[config.mk]
export PLATFORM = sky130hd
export DESIGN_NAME = gzip_header_validator
export DESIGN_NICKNAME = d
export VERILOG_FILES = /design/src/rtl/ghv_pkg.sv /design/src/rtl/gzip_header_validator.sv /design/src/rtl/ghv_front.sv /design/src/rtl/ghv_queue.sv
export SDC_FILE = /design/constraint.sdc
export NUM_CORES = 1
export LEC_CHECK = 0
export BUFFER_PORTS_ARGS = -buffer_cell sky130_fd_sc_hd__buf_2
export CORE_MARGIN = 3
export CORE_UTILIZATION = 35
export CTS_CLUSTER_DIAMETER = 40
export CTS_CLUSTER_SIZE = 12
export DETAILED_ROUTE_END_ITERATION = 8
export GPL_ROUTABILITY_DRIVEN = 0
export PLACE_DENSITY = 0.6
export SYNTH_ARGS = -nofsm -noshare
export SYNTH_HDL_FRONTEND = slang
export SYNTH_SLANG_ARGS = --single-unit
[constraint.sdc]
create_clock -name i_clk -period 5.3 [get_ports i_clk]
set_clock_uncertainty 0.05 [all_clocks]
set_input_delay 0.795 -clock i_clk [delete_from_list [all_inputs] [get_ports i_clk]]
set_output_delay 0.795 -clock i_clk [all_outputs]
set_load 0.03 [all_outputs]
[src/rtl/ghv_pkg.sv]
// shared types and constants for the gzip member header checker
// no dependencies; used by every module under rtl

package ghv_pkg;

    parameter int unsigned FIXED_HEADER_LEN = 10;

    localparam logic [7:0] MAGIC0         = 8'h1F;
    localparam logic [7:0] MAGIC1         = 8'h8B;
    localparam logic [7:0] METHOD_DEFLATE = 8'h08;
    localparam logic [7:0] RESERVED_MASK  = 8'hE0;

    localparam logic [4:0] FLG_CRC     = 5'h02;
    localparam logic [4:0] FLG_EXTRA   = 5'h04;
    localparam logic [4:0] FLG_NAME    = 5'h08;
    localparam logic [4:0] FLG_COMMENT = 5'h10;

    localparam logic [15:0] POS_MAGIC0 = 16'd0;
    localparam logic [15:0] POS_MAGIC1 = 16'd1;
    localparam logic [15:0] POS_METHOD = 16'd2;
    localparam logic [15:0] POS_FLAGS  = 16'd3;
    localparam logic [15:0] POS_LAST_FIXED = 16'(FIXED_HEADER_LEN - 1);
    localparam logic [15:0] POS_MAX    = 16'hFFFF;

    typedef enum logic [2:0] {
        PH_FIXED   = 3'd0,
        PH_XLO     = 3'd1,
        PH_XHI     = 3'd2,
        PH_XSKIP   = 3'd3,
        PH_NAME    = 3'd4,
        PH_COMMENT = 3'd5,
        PH_CRC     = 3'd6,
        PH_NONE    = 3'd7
    } t_phase;

    typedef struct packed {
        logic [7:0] data_byte;
        logic       last_byte;
    } t_in_item;

    typedef struct packed {
        logic        is_gzip;
        logic [15:0] header_bytes;
    } t_out_item;

    // verdict handed from the parser to the output queue
    typedef struct packed {
        logic      push;
        t_out_item item;
    } t_vq_wr;

endpackage

[src/rtl/gzip_header_validator.sv]
// top level of the gzip member header checker
// depends on ghv_pkg, ghv_front and ghv_queue
//
// input channel: one buffer byte per transaction with a flag on its final
// byte; a transaction completes when i_in_valid is high and o_in_stall low.
// output channel: one verdict per buffer (is_gzip, header_bytes), taken when
// o_out_valid is high and i_out_stall low.
// i_cfg_wr_en writes full_check from i_cfg_wr_data: 0 accepts after the
// fixed ten-byte header, 1 also walks extra, name, comment and header crc.
// one byte per cycle while o_in_stall is low; the front end parses each byte
// combinationally, and a verdict is registered in the output register, or in
// the skid entry while the receiver holds the output.
// bytes after a verdict are taken and dropped up to the final byte.
// when the receiver stalls, the held verdict stays in the output register
// and one more verdict fits in a skid entry; o_in_stall rises only while
// that entry is occupied, so bytes that decide nothing keep flowing until then.
// reset (synchronous, active low) clears full_check, the parse state and
// both output entries; there is no clearing pass.

module gzip_header_validator (
    input  logic               i_clk,
    input  logic               i_rst_n,
    input  logic               i_cfg_wr_en,
    input  logic               i_cfg_wr_data,
    input  logic               i_in_valid,
    output logic               o_in_stall,
    input  ghv_pkg::t_in_item  i_in_data,
    output logic               o_out_valid,
    input  logic               i_out_stall,
    output ghv_pkg::t_out_item o_out_data
);

    ghv_pkg::t_vq_wr s_wr;
    logic            s_full;
    logic            s_accept;

    assign o_in_stall = s_full;
    assign s_accept   = i_in_valid && !s_full;

    ghv_front u_front (
        .i_clk         (i_clk),
        .i_rst_n       (i_rst_n),
        .i_cfg_wr_en   (i_cfg_wr_en),
        .i_cfg_wr_data (i_cfg_wr_data),
        .i_accept      (s_accept),
        .i_item        (i_in_data),
        .o_wr          (s_wr)
    );

    ghv_queue u_queue (
        .i_clk       (i_clk),
        .i_rst_n     (i_rst_n),
        .i_wr        (s_wr),
        .o_full      (s_full),
        .o_out_valid (o_out_valid),
        .i_out_stall (i_out_stall),
        .o_out_data  (o_out_data)
    );

endmodule

[src/rtl/ghv_front.sv]
// front end: accepts bytes, holds the mode register, walks the header
// depends on ghv_pkg; feeds verdicts to ghv_queue

module ghv_front (
    input  logic              i_clk,
    input  logic              i_rst_n,
    input  logic              i_cfg_wr_en,
    input  logic              i_cfg_wr_data,
    input  logic              i_accept,
    input  ghv_pkg::t_in_item i_item,
    output ghv_pkg::t_vq_wr   o_wr
);

    logic              r_full_check;
    ghv_pkg::t_phase   r_phase, n_phase;
    logic [15:0]       r_count, n_count;
    logic [4:0]        r_flags, n_flags;
    logic [15:0]       r_pos, n_pos;
    logic              r_given, n_given;

    logic              s_reject;
    logic              s_accept_hit;
    logic              s_done;
    ghv_pkg::t_phase   s_next;
    logic [15:0]       s_pos_inc;
    logic [15:0]       s_count_dec;
    logic [7:0]        s_b;
    logic              s_last;

    // first optional field after ph that the flags still ask for
    function automatic ghv_pkg::t_phase next_field(ghv_pkg::t_phase ph, logic [4:0] flg);
        ghv_pkg::t_phase res;
        res = ghv_pkg::PH_NONE;
        if (ph < ghv_pkg::PH_XLO && (flg & ghv_pkg::FLG_EXTRA) != 5'd0) begin
            res = ghv_pkg::PH_XLO;
        end else if (ph < ghv_pkg::PH_NAME && (flg & ghv_pkg::FLG_NAME) != 5'd0) begin
            res = ghv_pkg::PH_NAME;
        end else if (ph < ghv_pkg::PH_COMMENT && (flg & ghv_pkg::FLG_COMMENT) != 5'd0) begin
            res = ghv_pkg::PH_COMMENT;
        end else if (ph < ghv_pkg::PH_CRC && (flg & ghv_pkg::FLG_CRC) != 5'd0) begin
            res = ghv_pkg::PH_CRC;
        end
        return res;
    endfunction

    assign s_b         = i_item.data_byte;
    assign s_last      = i_item.last_byte;
    assign s_pos_inc   = r_pos + 16'(r_pos != ghv_pkg::POS_MAX);
    assign s_count_dec = r_count - 16'(r_count != 16'd0);

    always_ff @(posedge i_clk) begin
        if (!i_rst_n) begin
            r_full_check <= 1'b0;
        end else if (i_cfg_wr_en) begin
            r_full_check <= i_cfg_wr_data;
        end
    end

    always_comb begin
        n_phase      = r_phase;
        n_count      = r_count;
        n_flags      = r_flags;
        n_pos        = r_pos;
        n_given      = r_given;
        s_reject     = 1'b0;
        s_accept_hit = 1'b0;
        s_done       = 1'b0;
        s_next       = ghv_pkg::PH_NONE;

        if (i_accept && !r_given) begin
            n_pos = s_pos_inc;
            unique case (r_phase)
                ghv_pkg::PH_FIXED: begin
                    if ((r_pos == ghv_pkg::POS_MAGIC0 && s_b != ghv_pkg::MAGIC0) ||
                        (r_pos == ghv_pkg::POS_MAGIC1 && s_b != ghv_pkg::MAGIC1) ||
                        (r_pos == ghv_pkg::POS_METHOD && s_b != ghv_pkg::METHOD_DEFLATE) ||
                        (r_pos == ghv_pkg::POS_FLAGS &&
                         (s_b & ghv_pkg::RESERVED_MASK) != 8'd0)) begin
                        s_reject = 1'b1;
                    end else begin
                        if (r_pos == ghv_pkg::POS_FLAGS) begin
                            n_flags = s_b[4:0];
                        end
                        if (r_pos >= ghv_pkg::POS_LAST_FIXED) begin
                            if (!r_full_check) begin
                                s_accept_hit = 1'b1;
                            end else begin
                                s_done = 1'b1;
                            end
                        end else if (s_last) begin
                            s_reject = 1'b1;
                        end
                    end
                end
                ghv_pkg::PH_XLO: begin
                    n_count = {8'd0, s_b};
                    if (s_last) begin
                        s_reject = 1'b1;
                    end else begin
                        n_phase = ghv_pkg::PH_XHI;
                    end
                end
                ghv_pkg::PH_XHI: begin
                    n_count = {s_b, r_count[7:0]};
                    if (n_count == 16'd0) begin
                        s_done = 1'b1;
                    end else if (s_last) begin
                        s_reject = 1'b1;
                    end else begin
                        n_phase = ghv_pkg::PH_XSKIP;
                    end
                end
                ghv_pkg::PH_XSKIP: begin
                    n_count = s_count_dec;
                    if (s_count_dec == 16'd0) begin
                        s_done = 1'b1;
                    end else if (s_last) begin
                        s_reject = 1'b1;
                    end
                end
                ghv_pkg::PH_NAME, ghv_pkg::PH_COMMENT: begin
                    if (s_b == 8'd0 || s_last) begin
                        s_done = 1'b1;
                    end
                end
                ghv_pkg::PH_CRC: begin
                    if (r_count == 16'd0) begin
                        if (s_last) begin
                            s_reject = 1'b1;
                        end else begin
                            n_count = 16'd1;
                        end
                    end else begin
                        s_done = 1'b1;
                    end
                end
                ghv_pkg::PH_NONE: begin
                    s_reject = 1'b1;
                end
                default: begin
                    s_reject = 1'b1;
                end
            endcase

            if (s_done) begin
                // flags may have been captured on this very byte
                s_next = next_field(r_phase, n_flags);
                if (s_next == ghv_pkg::PH_NONE) begin
                    s_accept_hit = 1'b1;
                end else if (s_last) begin
                    s_reject = 1'b1;
                end else begin
                    n_phase = s_next;
                    n_count = 16'd0;
                end
            end

            if (s_accept_hit || s_reject) begin
                n_given = !s_last;
            end
        end

        // restart on the final byte once the verdict is out
        if (i_accept && s_last && (r_given || s_accept_hit || s_reject)) begin
            n_phase = ghv_pkg::PH_FIXED;
            n_count = 16'd0;
            n_flags = 5'd0;
            n_pos   = 16'd0;
            n_given = 1'b0;
        end
    end

    always_ff @(posedge i_clk) begin
        if (!i_rst_n) begin
            r_phase <= ghv_pkg::PH_FIXED;
            r_count <= 16'd0;
            r_flags <= 5'd0;
            r_pos   <= 16'd0;
            r_given <= 1'b0;
        end else begin
            r_phase <= n_phase;
            r_count <= n_count;
            r_flags <= n_flags;
            r_pos   <= n_pos;
            r_given <= n_given;
        end
    end

    always_comb begin
        o_wr.push              = s_accept_hit || s_reject;
        o_wr.item.is_gzip      = s_accept_hit;
        o_wr.item.header_bytes = s_pos_inc;
    end

endmodule

[src/rtl/ghv_queue.sv]
// back end: output register plus one skid entry for verdicts
// depends on ghv_pkg; fed by ghv_front

module ghv_queue (
    input  logic               i_clk,
    input  logic               i_rst_n,
    input  ghv_pkg::t_vq_wr    i_wr,
    output logic               o_full,
    output logic               o_out_valid,
    input  logic               i_out_stall,
    output ghv_pkg::t_out_item o_out_data
);

    logic               r_out_vld, n_out_vld;
    ghv_pkg::t_out_item r_out, n_out;
    logic               r_skid_vld, n_skid_vld;
    ghv_pkg::t_out_item r_skid, n_skid;
    logic               s_free;

    assign s_free = !r_out_vld || !i_out_stall;

    always_comb begin
        n_out_vld  = r_out_vld;
        n_out      = r_out;
        n_skid_vld = r_skid_vld;
        n_skid     = r_skid;
        if (s_free) begin
            if (r_skid_vld) begin
                n_out      = r_skid;
                n_out_vld  = 1'b1;
                n_skid_vld = i_wr.push;
                n_skid     = i_wr.item;
            end else begin
                n_out_vld  = i_wr.push;
                n_out      = i_wr.item;
            end
        end else if (i_wr.push) begin
            // output held, park the new verdict
            n_skid_vld = 1'b1;
            n_skid     = i_wr.item;
        end
    end

    always_ff @(posedge i_clk) begin
        if (!i_rst_n) begin
            r_out_vld  <= 1'b0;
            r_skid_vld <= 1'b0;
        end else begin
            r_out_vld  <= n_out_vld;
            r_skid_vld <= n_skid_vld;
        end
    end

    always_ff @(posedge i_clk) begin
        r_out  <= n_out;
        r_skid <= n_skid;
    end

    assign o_full      = r_skid_vld;
    assign o_out_valid = r_out_vld;
    assign o_out_data  = r_out;

endmodule

# Yosys cells after proc, flatten, opt, wreduce, memory -nomap -nowiden
# Index checks and enable logic that the tools add are counted.
dict set report op_classes {
  bitwise 1
  magnitude_cmp 5
  muxes 60
  eq_ne 16
  n_reduce_logical 39
  add_sub_neg 2
}
# operator count
set op_table {}
lappend op_table {{$mux 16} 5}
lappend op_table {{$mux 17} 4}
lappend op_table {{$logic_not 16->1} 4}
lappend op_table {{$pmux 16 s4} 1}
lappend op_table {{$mux 3} 11}
lappend op_table {{$eq 16x2->1 const B} 2}
lappend op_table {{$mux 1} 32}
lappend op_table {{$mux 5} 4}
lappend op_table {{$add 16x1->16} 1}
lappend op_table {{$eq 16x1->1 const B} 1}
lappend op_table {{$ge 16x4->1 const B} 1}
lappend op_table {{$ne 16x16->1 const B} 1}
lappend op_table {{$reduce_bool 16->1} 1}
lappend op_table {{$sub 16x1->16} 1}
lappend op_table {{$eq 3x3->1 const B} 5}
lappend op_table {{$logic_and 1x1->1} 12}
lappend op_table {{$logic_or 1x1->1} 9}
lappend op_table {{$lt 3x3->1 const B} 3}
lappend op_table {{$logic_not 8->1} 1}
lappend op_table {{$ne 8x4->1 const B} 1}
lappend op_table {{$ne 8x5->1 const B} 1}
lappend op_table {{$ne 8x8->1 const B} 1}
lappend op_table {{$reduce_bool 8->1} 1}
lappend op_table {{$eq 3x2->1 const B} 2}
lappend op_table {{other kinds (12)} 18}
dict set report totals {
  wordCells 135
  register_bits 77
  input_bits 15
}

# Logic depth before layout (Yosys ltp)
dict set report depth {
  word_depth 24
  depth_mapped 13
  mapped_depth_nobuf 12
}

# Modules after synthesis
# Synthesis repeated with hierarchy kept, for this count alone.
dict set report hier_totals {
  hier_cells 518
  hier_area_um2 4773.3
}
# mod instances seq_area_each_um2 area_per_inst_um2 cells_each
set modules_own_cells {}
lappend modules_own_cells {ghv_front 1 820.8 3370.7 455}
lappend modules_own_cells {ghv_queue 1 1061.0 1388.8 62}
lappend modules_own_cells {gzip_header_validator 1 0.0 13.8 1}

# Least setup slack after synthesis
# Ideal clock, no wire load.
dict set report synth_path {
  kind {reg-to-reg}
  from {register u_front.r_count[3]}
  to {register u_queue.r_skid[0] (netlist name), enable pin}
  path_slack_ns 0.952
  path_stages_with_launch 13
  n_path_buf 2
  setup_time_ns 0.401
  arrival_time_ns 3.896
  synth_period_minus_slack_ns 4.348
  cell_sequence {dfxtp_1 -> buf_2 -> nor4_2 -> nand4_1 -> ha_1 -> ha_1 -> buf_1 -> o21a_1 -> a311o_1 -> o31ai_1 -> a41o_4 -> nand3_1 -> a41oi_1}
}
dict set report synth_between {
  elab_chain_len 13
  word_cells_on_any_way 25
}
# element line_no
set synth_lines {}
lappend synth_lines {{start: declaration} ghv_front.sv:16} ;# logic [15:0] r_count, n_count;
lappend synth_lines {{start signal: assignment} ghv_front.sv:182} ;# r_count <= n_count;
lappend synth_lines {{$reduce_bool 16->1} ghv_front.sv:49} ;# assign s_count_dec = r_count - 16'(r_count != 16'd0);
lappend synth_lines {{$sub 16x1->16} ghv_front.sv:49}
lappend synth_lines {{$logic_not 16->1} ghv_front.sv:115} ;# if (s_count_dec == 16'd0) begin
lappend synth_lines {{$mux 1} ghv_front.sv:115}
lappend synth_lines {{$pmux 1 s6} ghv_front.sv:72} ;# unique case (r_phase)
lappend synth_lines {{$mux 1} ghv_front.sv:150} ;# end else if (s_last) begin
lappend synth_lines {{$mux 1} ghv_front.sv:148} ;# if (s_next == ghv_pkg::PH_NONE) begin
lappend synth_lines {{$mux 1} ghv_front.sv:145} ;# if (s_done) begin
lappend synth_lines {{$mux 1 (2 in series)} ghv_front.sv:70} ;# if (i_accept && !r_given) begin
lappend synth_lines {{$logic_or 1x1->1 (*)} ghv_front.sv:190} ;# o_wr.push = s_accept_hit || s_reject;
lappend synth_lines {{$reduce_bool 2->1 (no source line) (*)} --}
lappend synth_lines {{$reduce_and 2->1 (no source line) (*)} --}
lappend synth_lines {{end signal: assignment} ghv_queue.sv:56} ;# r_skid <= n_skid;
lappend synth_lines {{end: declaration} ghv_queue.sv:17} ;# ghv_pkg::t_out_item r_skid, n_skid;
# Every way passes the cells marked *; elsewhere a longest branch is shown, timed or not. The select of a mux whose other input is x is not followed.
# A chain may end at the register's enable or synchronous reset.

# Final worst setup path
dict set report layout_path {
  from {register u_front.r_count[2]}
  to {register u_queue.r_skid[1] (netlist name), enable pin}
}
# Same word-level chain as after synthesis.

==> results.yml <==
setup_path:
  critPathMaxFanout: 17
  critical_path.slowest_cell: "nor4_2"
  path_class: "reg2reg"
  slowest_delay_ps: 670
  crit_path_end_kind: "flip-flop"
  cpMostUsedCell: "ha_1"
  cp.arrival_ps: 4230
  crit_chain: "nor4_2 -> nand4_1 -> ha_1 -> ha_1 -> nor3b_1 -> xor2_1 -> nor4_1 -> and4_4 -> a41o_4 -> nand3_1 -> a41oi_2 -> buf_4"
  start_kind: "flip-flop"
  r2r_start: "u_front.r_count[2]$_SDFFE_PP0P_"
  critPathRequiredTime_ps: 5290
  path_buf_inv: 1
  crit_path_start: "u_front.r_count[2]$_SDFFE_PP0P_"
  cpLargestDelayFamily: "simple AND/OR/NAND/NOR gates"
global_routing:
  grt_pass1_wl_mm: 17.6
  grt-ovfl-total: 0
  antenna_found_initial: 0
  grt_pass1_vias: 3357
  grt_usage_pct: 15.7
  grt_start_max_net_pins: 27
placement:
  place_area_um2: 4650
  io_buffers: 33
  dp_hpwl_mm: 7.58
clock_network:
  cts_root_buf: "clkbuf_16"
  cts.path.max_buffers: 2
  cts_hold_buffers: 0
  cts.repair.resized: 0
  cts_buffers: 9
  clkTransAtPathRegs_ps: 60
  cts.sinks: 77
  cts_tree: "yes"
  clock_latency_ps: 350
  post-cts-setup-buffers: 0
  htree_num_levels: 3
route:
  vias_per_cell: 5.56
  wl_met3_um: 614
  drc: 0
  vias: 3686
  dr_wl_met2_mm: 4.84
  postRouteWirelength_mm: 10.7
  drt_iter0_markers: 352
  highest_layer: "met4"
  wl_per_cell_um: 16.2
  wl_met1_mm: 5.09
  dr.pass1.iters: 6
  detail-route-antenna-nets: 0
synthesis:
  ys_seq_area_share_pct: 43.1
  synth_cells: 472
  ys_seq_elements: 77
  yosys_warnings: 0
  synth_cell_types: 64
  ys.flop_type: "dfxtp_1"
  async_flop_share_pct: 0
  syn_nets: 492
  yosysTopAreaCellShare_pct: 23.4
  yosysTopAreaCell: "edfxtp_1"
  syn_area_per_cell_um2: 9.25
  synth_edf_count: 34
  synth.cell_area_um2: 4370
  synthTopCellsByArea: "edfxtp_1 (23%), dfxtp_1 (20%), mux2_2 (4.1%), xnor2_1 (4.0%), nand2_1 (3.7%)"
final_layout:
  stdcell_area_um2: 4920
  nNetsFinal: 510
  area_growth_pct: 12.7
  insertedDiodeCount: 0
  drive_above_1_share_pct: 15.2
timing:
  grt_setup_unrepaired: "no"
  slew_violations: 0
  finalSetupViolCount: 0
  max_freq_ghz: 0.235
  finalSetupTns_ps: 0
  post-route-period-util_pct: 80.1
  hold_viol: 0
  worst_slew_pin_slew_ps: 998
  fin_crit_ps: 4250
  relSlewSlack_pct: 33.4
floorplanning:
  core_region_area_um2: 12100
  pin_count: 34
  start_util_pct: 36.1
  die_area_um2: 13900
  fp.dieH_um: 118
  rows: 40
  die_x_um: 118
power:
  vdd_drop_max_v: 0.000141
  finalPower_uw: 1380
  p_per_area_nw_per_um2: 280
  p_leak_uw: 0.00181
run:
  max_cap_violations: 0
min_path:
  hp-start: "u_front.r_flags[4]$_SDFFE_PP0P_"
  hold_class: "reg2reg"
run_status:
  status: "finished, final reports clean"
[layer usage]
layer  GRT usage, %  up-vias
met1           21.7     1715
met2           23.8      145
met4           5.42        0
met3           3.94       18
met5              0        -
li1               -     1808
[state kept, by name (all words and copies together), names as in the netlist]
register	flops
u_front.r_full_check	1
u_queue.o_out_data	17
u_queue.o_out_valid	1
u_queue.r_skid	17
u_front.r_count	16
u_front.r_flags	4
u_front.r_phase	3
u_front.r_pos	16
u_queue.o_full	1
u_front.r_given	1
[stage by stage]
stage          setup WS, ps  utilization [%]  cells  hold WS [ps]
4_1_cts                1070             40.6    663           454
3_5_place_dp           1090             38.4    647           438
5_1_grt                 708             40.6    663           482
3_3_place_gp           1250             38.4    647           433
6_report               1050             40.6    663           443
2_1_floorplan           952                -    472           410
[layout by cell type (no fill, tap or decap), drive strengths merged, types with 4 or more instances in the layout]
cell,instances
nand2,43
dfxtp,43
nor2,39
edfxtp,34
buf,34
o21ai,26
a21oi,22
xnor2,20
inv,19
nor4,19
mux2,16
nand3,15
xor2,12
or3,12
mux2i,12
nor3,10
clkbuf,9
a22oi,8
nand4,7
o22ai,7
nor2b,6
and2,5
a31oi,5
ha,5
or4,5
and3,4
nand2b,4
o31ai,4
o2bb2ai,4
clkinv,4
[final timing paths]
kind	to	slack, ps	depth (start not counted)
setup / recovery	u_queue.r_skid[1]$_DFFE_PP_	1050	12
hold / removal	u_front.r_flags[4]$_SDFFE_PP0P_	440	2
setup reg to reg	u_queue.r_skid[1]$_DFFE_PP_	1050	12
hold reg to reg	u_front.r_flags[4]$_SDFFE_PP0P_	440	2
[kinds of logic (layout without fill, tap and decap cells)]
group / count (synthesis) / in the layout / share of synthesized area, %
AND/OR/NAND/NOR: 176 / 176 / 20.8
multiplexers: 28 / 28 / 6.87
adder cells (fa/ha/maj): 5 / 5 / 1.43
XOR/XNOR: 32 / 32 / 6.42
AO/OA/AOI/OAI: 109 / 109 / 17.3
buffers and inverters: 45 / 68 / 4.10
flip-flops: 77 / 77 / 43.1
[worst register-to-register path, cell delays in order, from the launching register on]
cell and delay [ps]:
dfxtp_1 400, nor4_2 670, nand4_1 390, ha_1 350, ha_1 190, nor3b_1 180, xor2_1 190, nor4_1 280
and4_4 280, a41o_4 280, nand3_1 160, a41oi_2 250, buf_4 260
[synthesized netlist by cell type (all sizes together), types with 8 or more instances]
master,count
nor3,10
clkbuf,21
nand3,15
a21oi,22
a22oi,8
mux2i,12
nor2,39
or3,12
inv,17
nor4,19
dfxtp,43
mux2,16
xor2,12
xnor2,20
o21ai,26
nand2,43
edfxtp,34
[layout make-up]
| cell class | instances | area [um^2] |
|---|---|---|
| Fill cell | 1235 | 7190 |
| Multi-Input combinational cell | 350 | 2310 |
| Sequential cell | 77 | 1880 |
| Clock buffer | 9 | 225 |
| Tap cell | 168 | 210 |
| Timing Repair Buffer | 34 | 173 |
| Inverter | 18 | 67.6 |
| Clock inverter | 7 | 50.0 |
[power breakdown]
| part | switching [uW] | total (uW) | internal [uW] | leakage [uW] |
|---|---|---|---|---|
| clock | 258 | 577 | 318 | 0.000130 |
| combinational | 104 | 157 | 52.4 | 0.000969 |
| sequential | 10.3 | 647 | 637 | 0.000715 |
(Power assumes the default switching activity.)
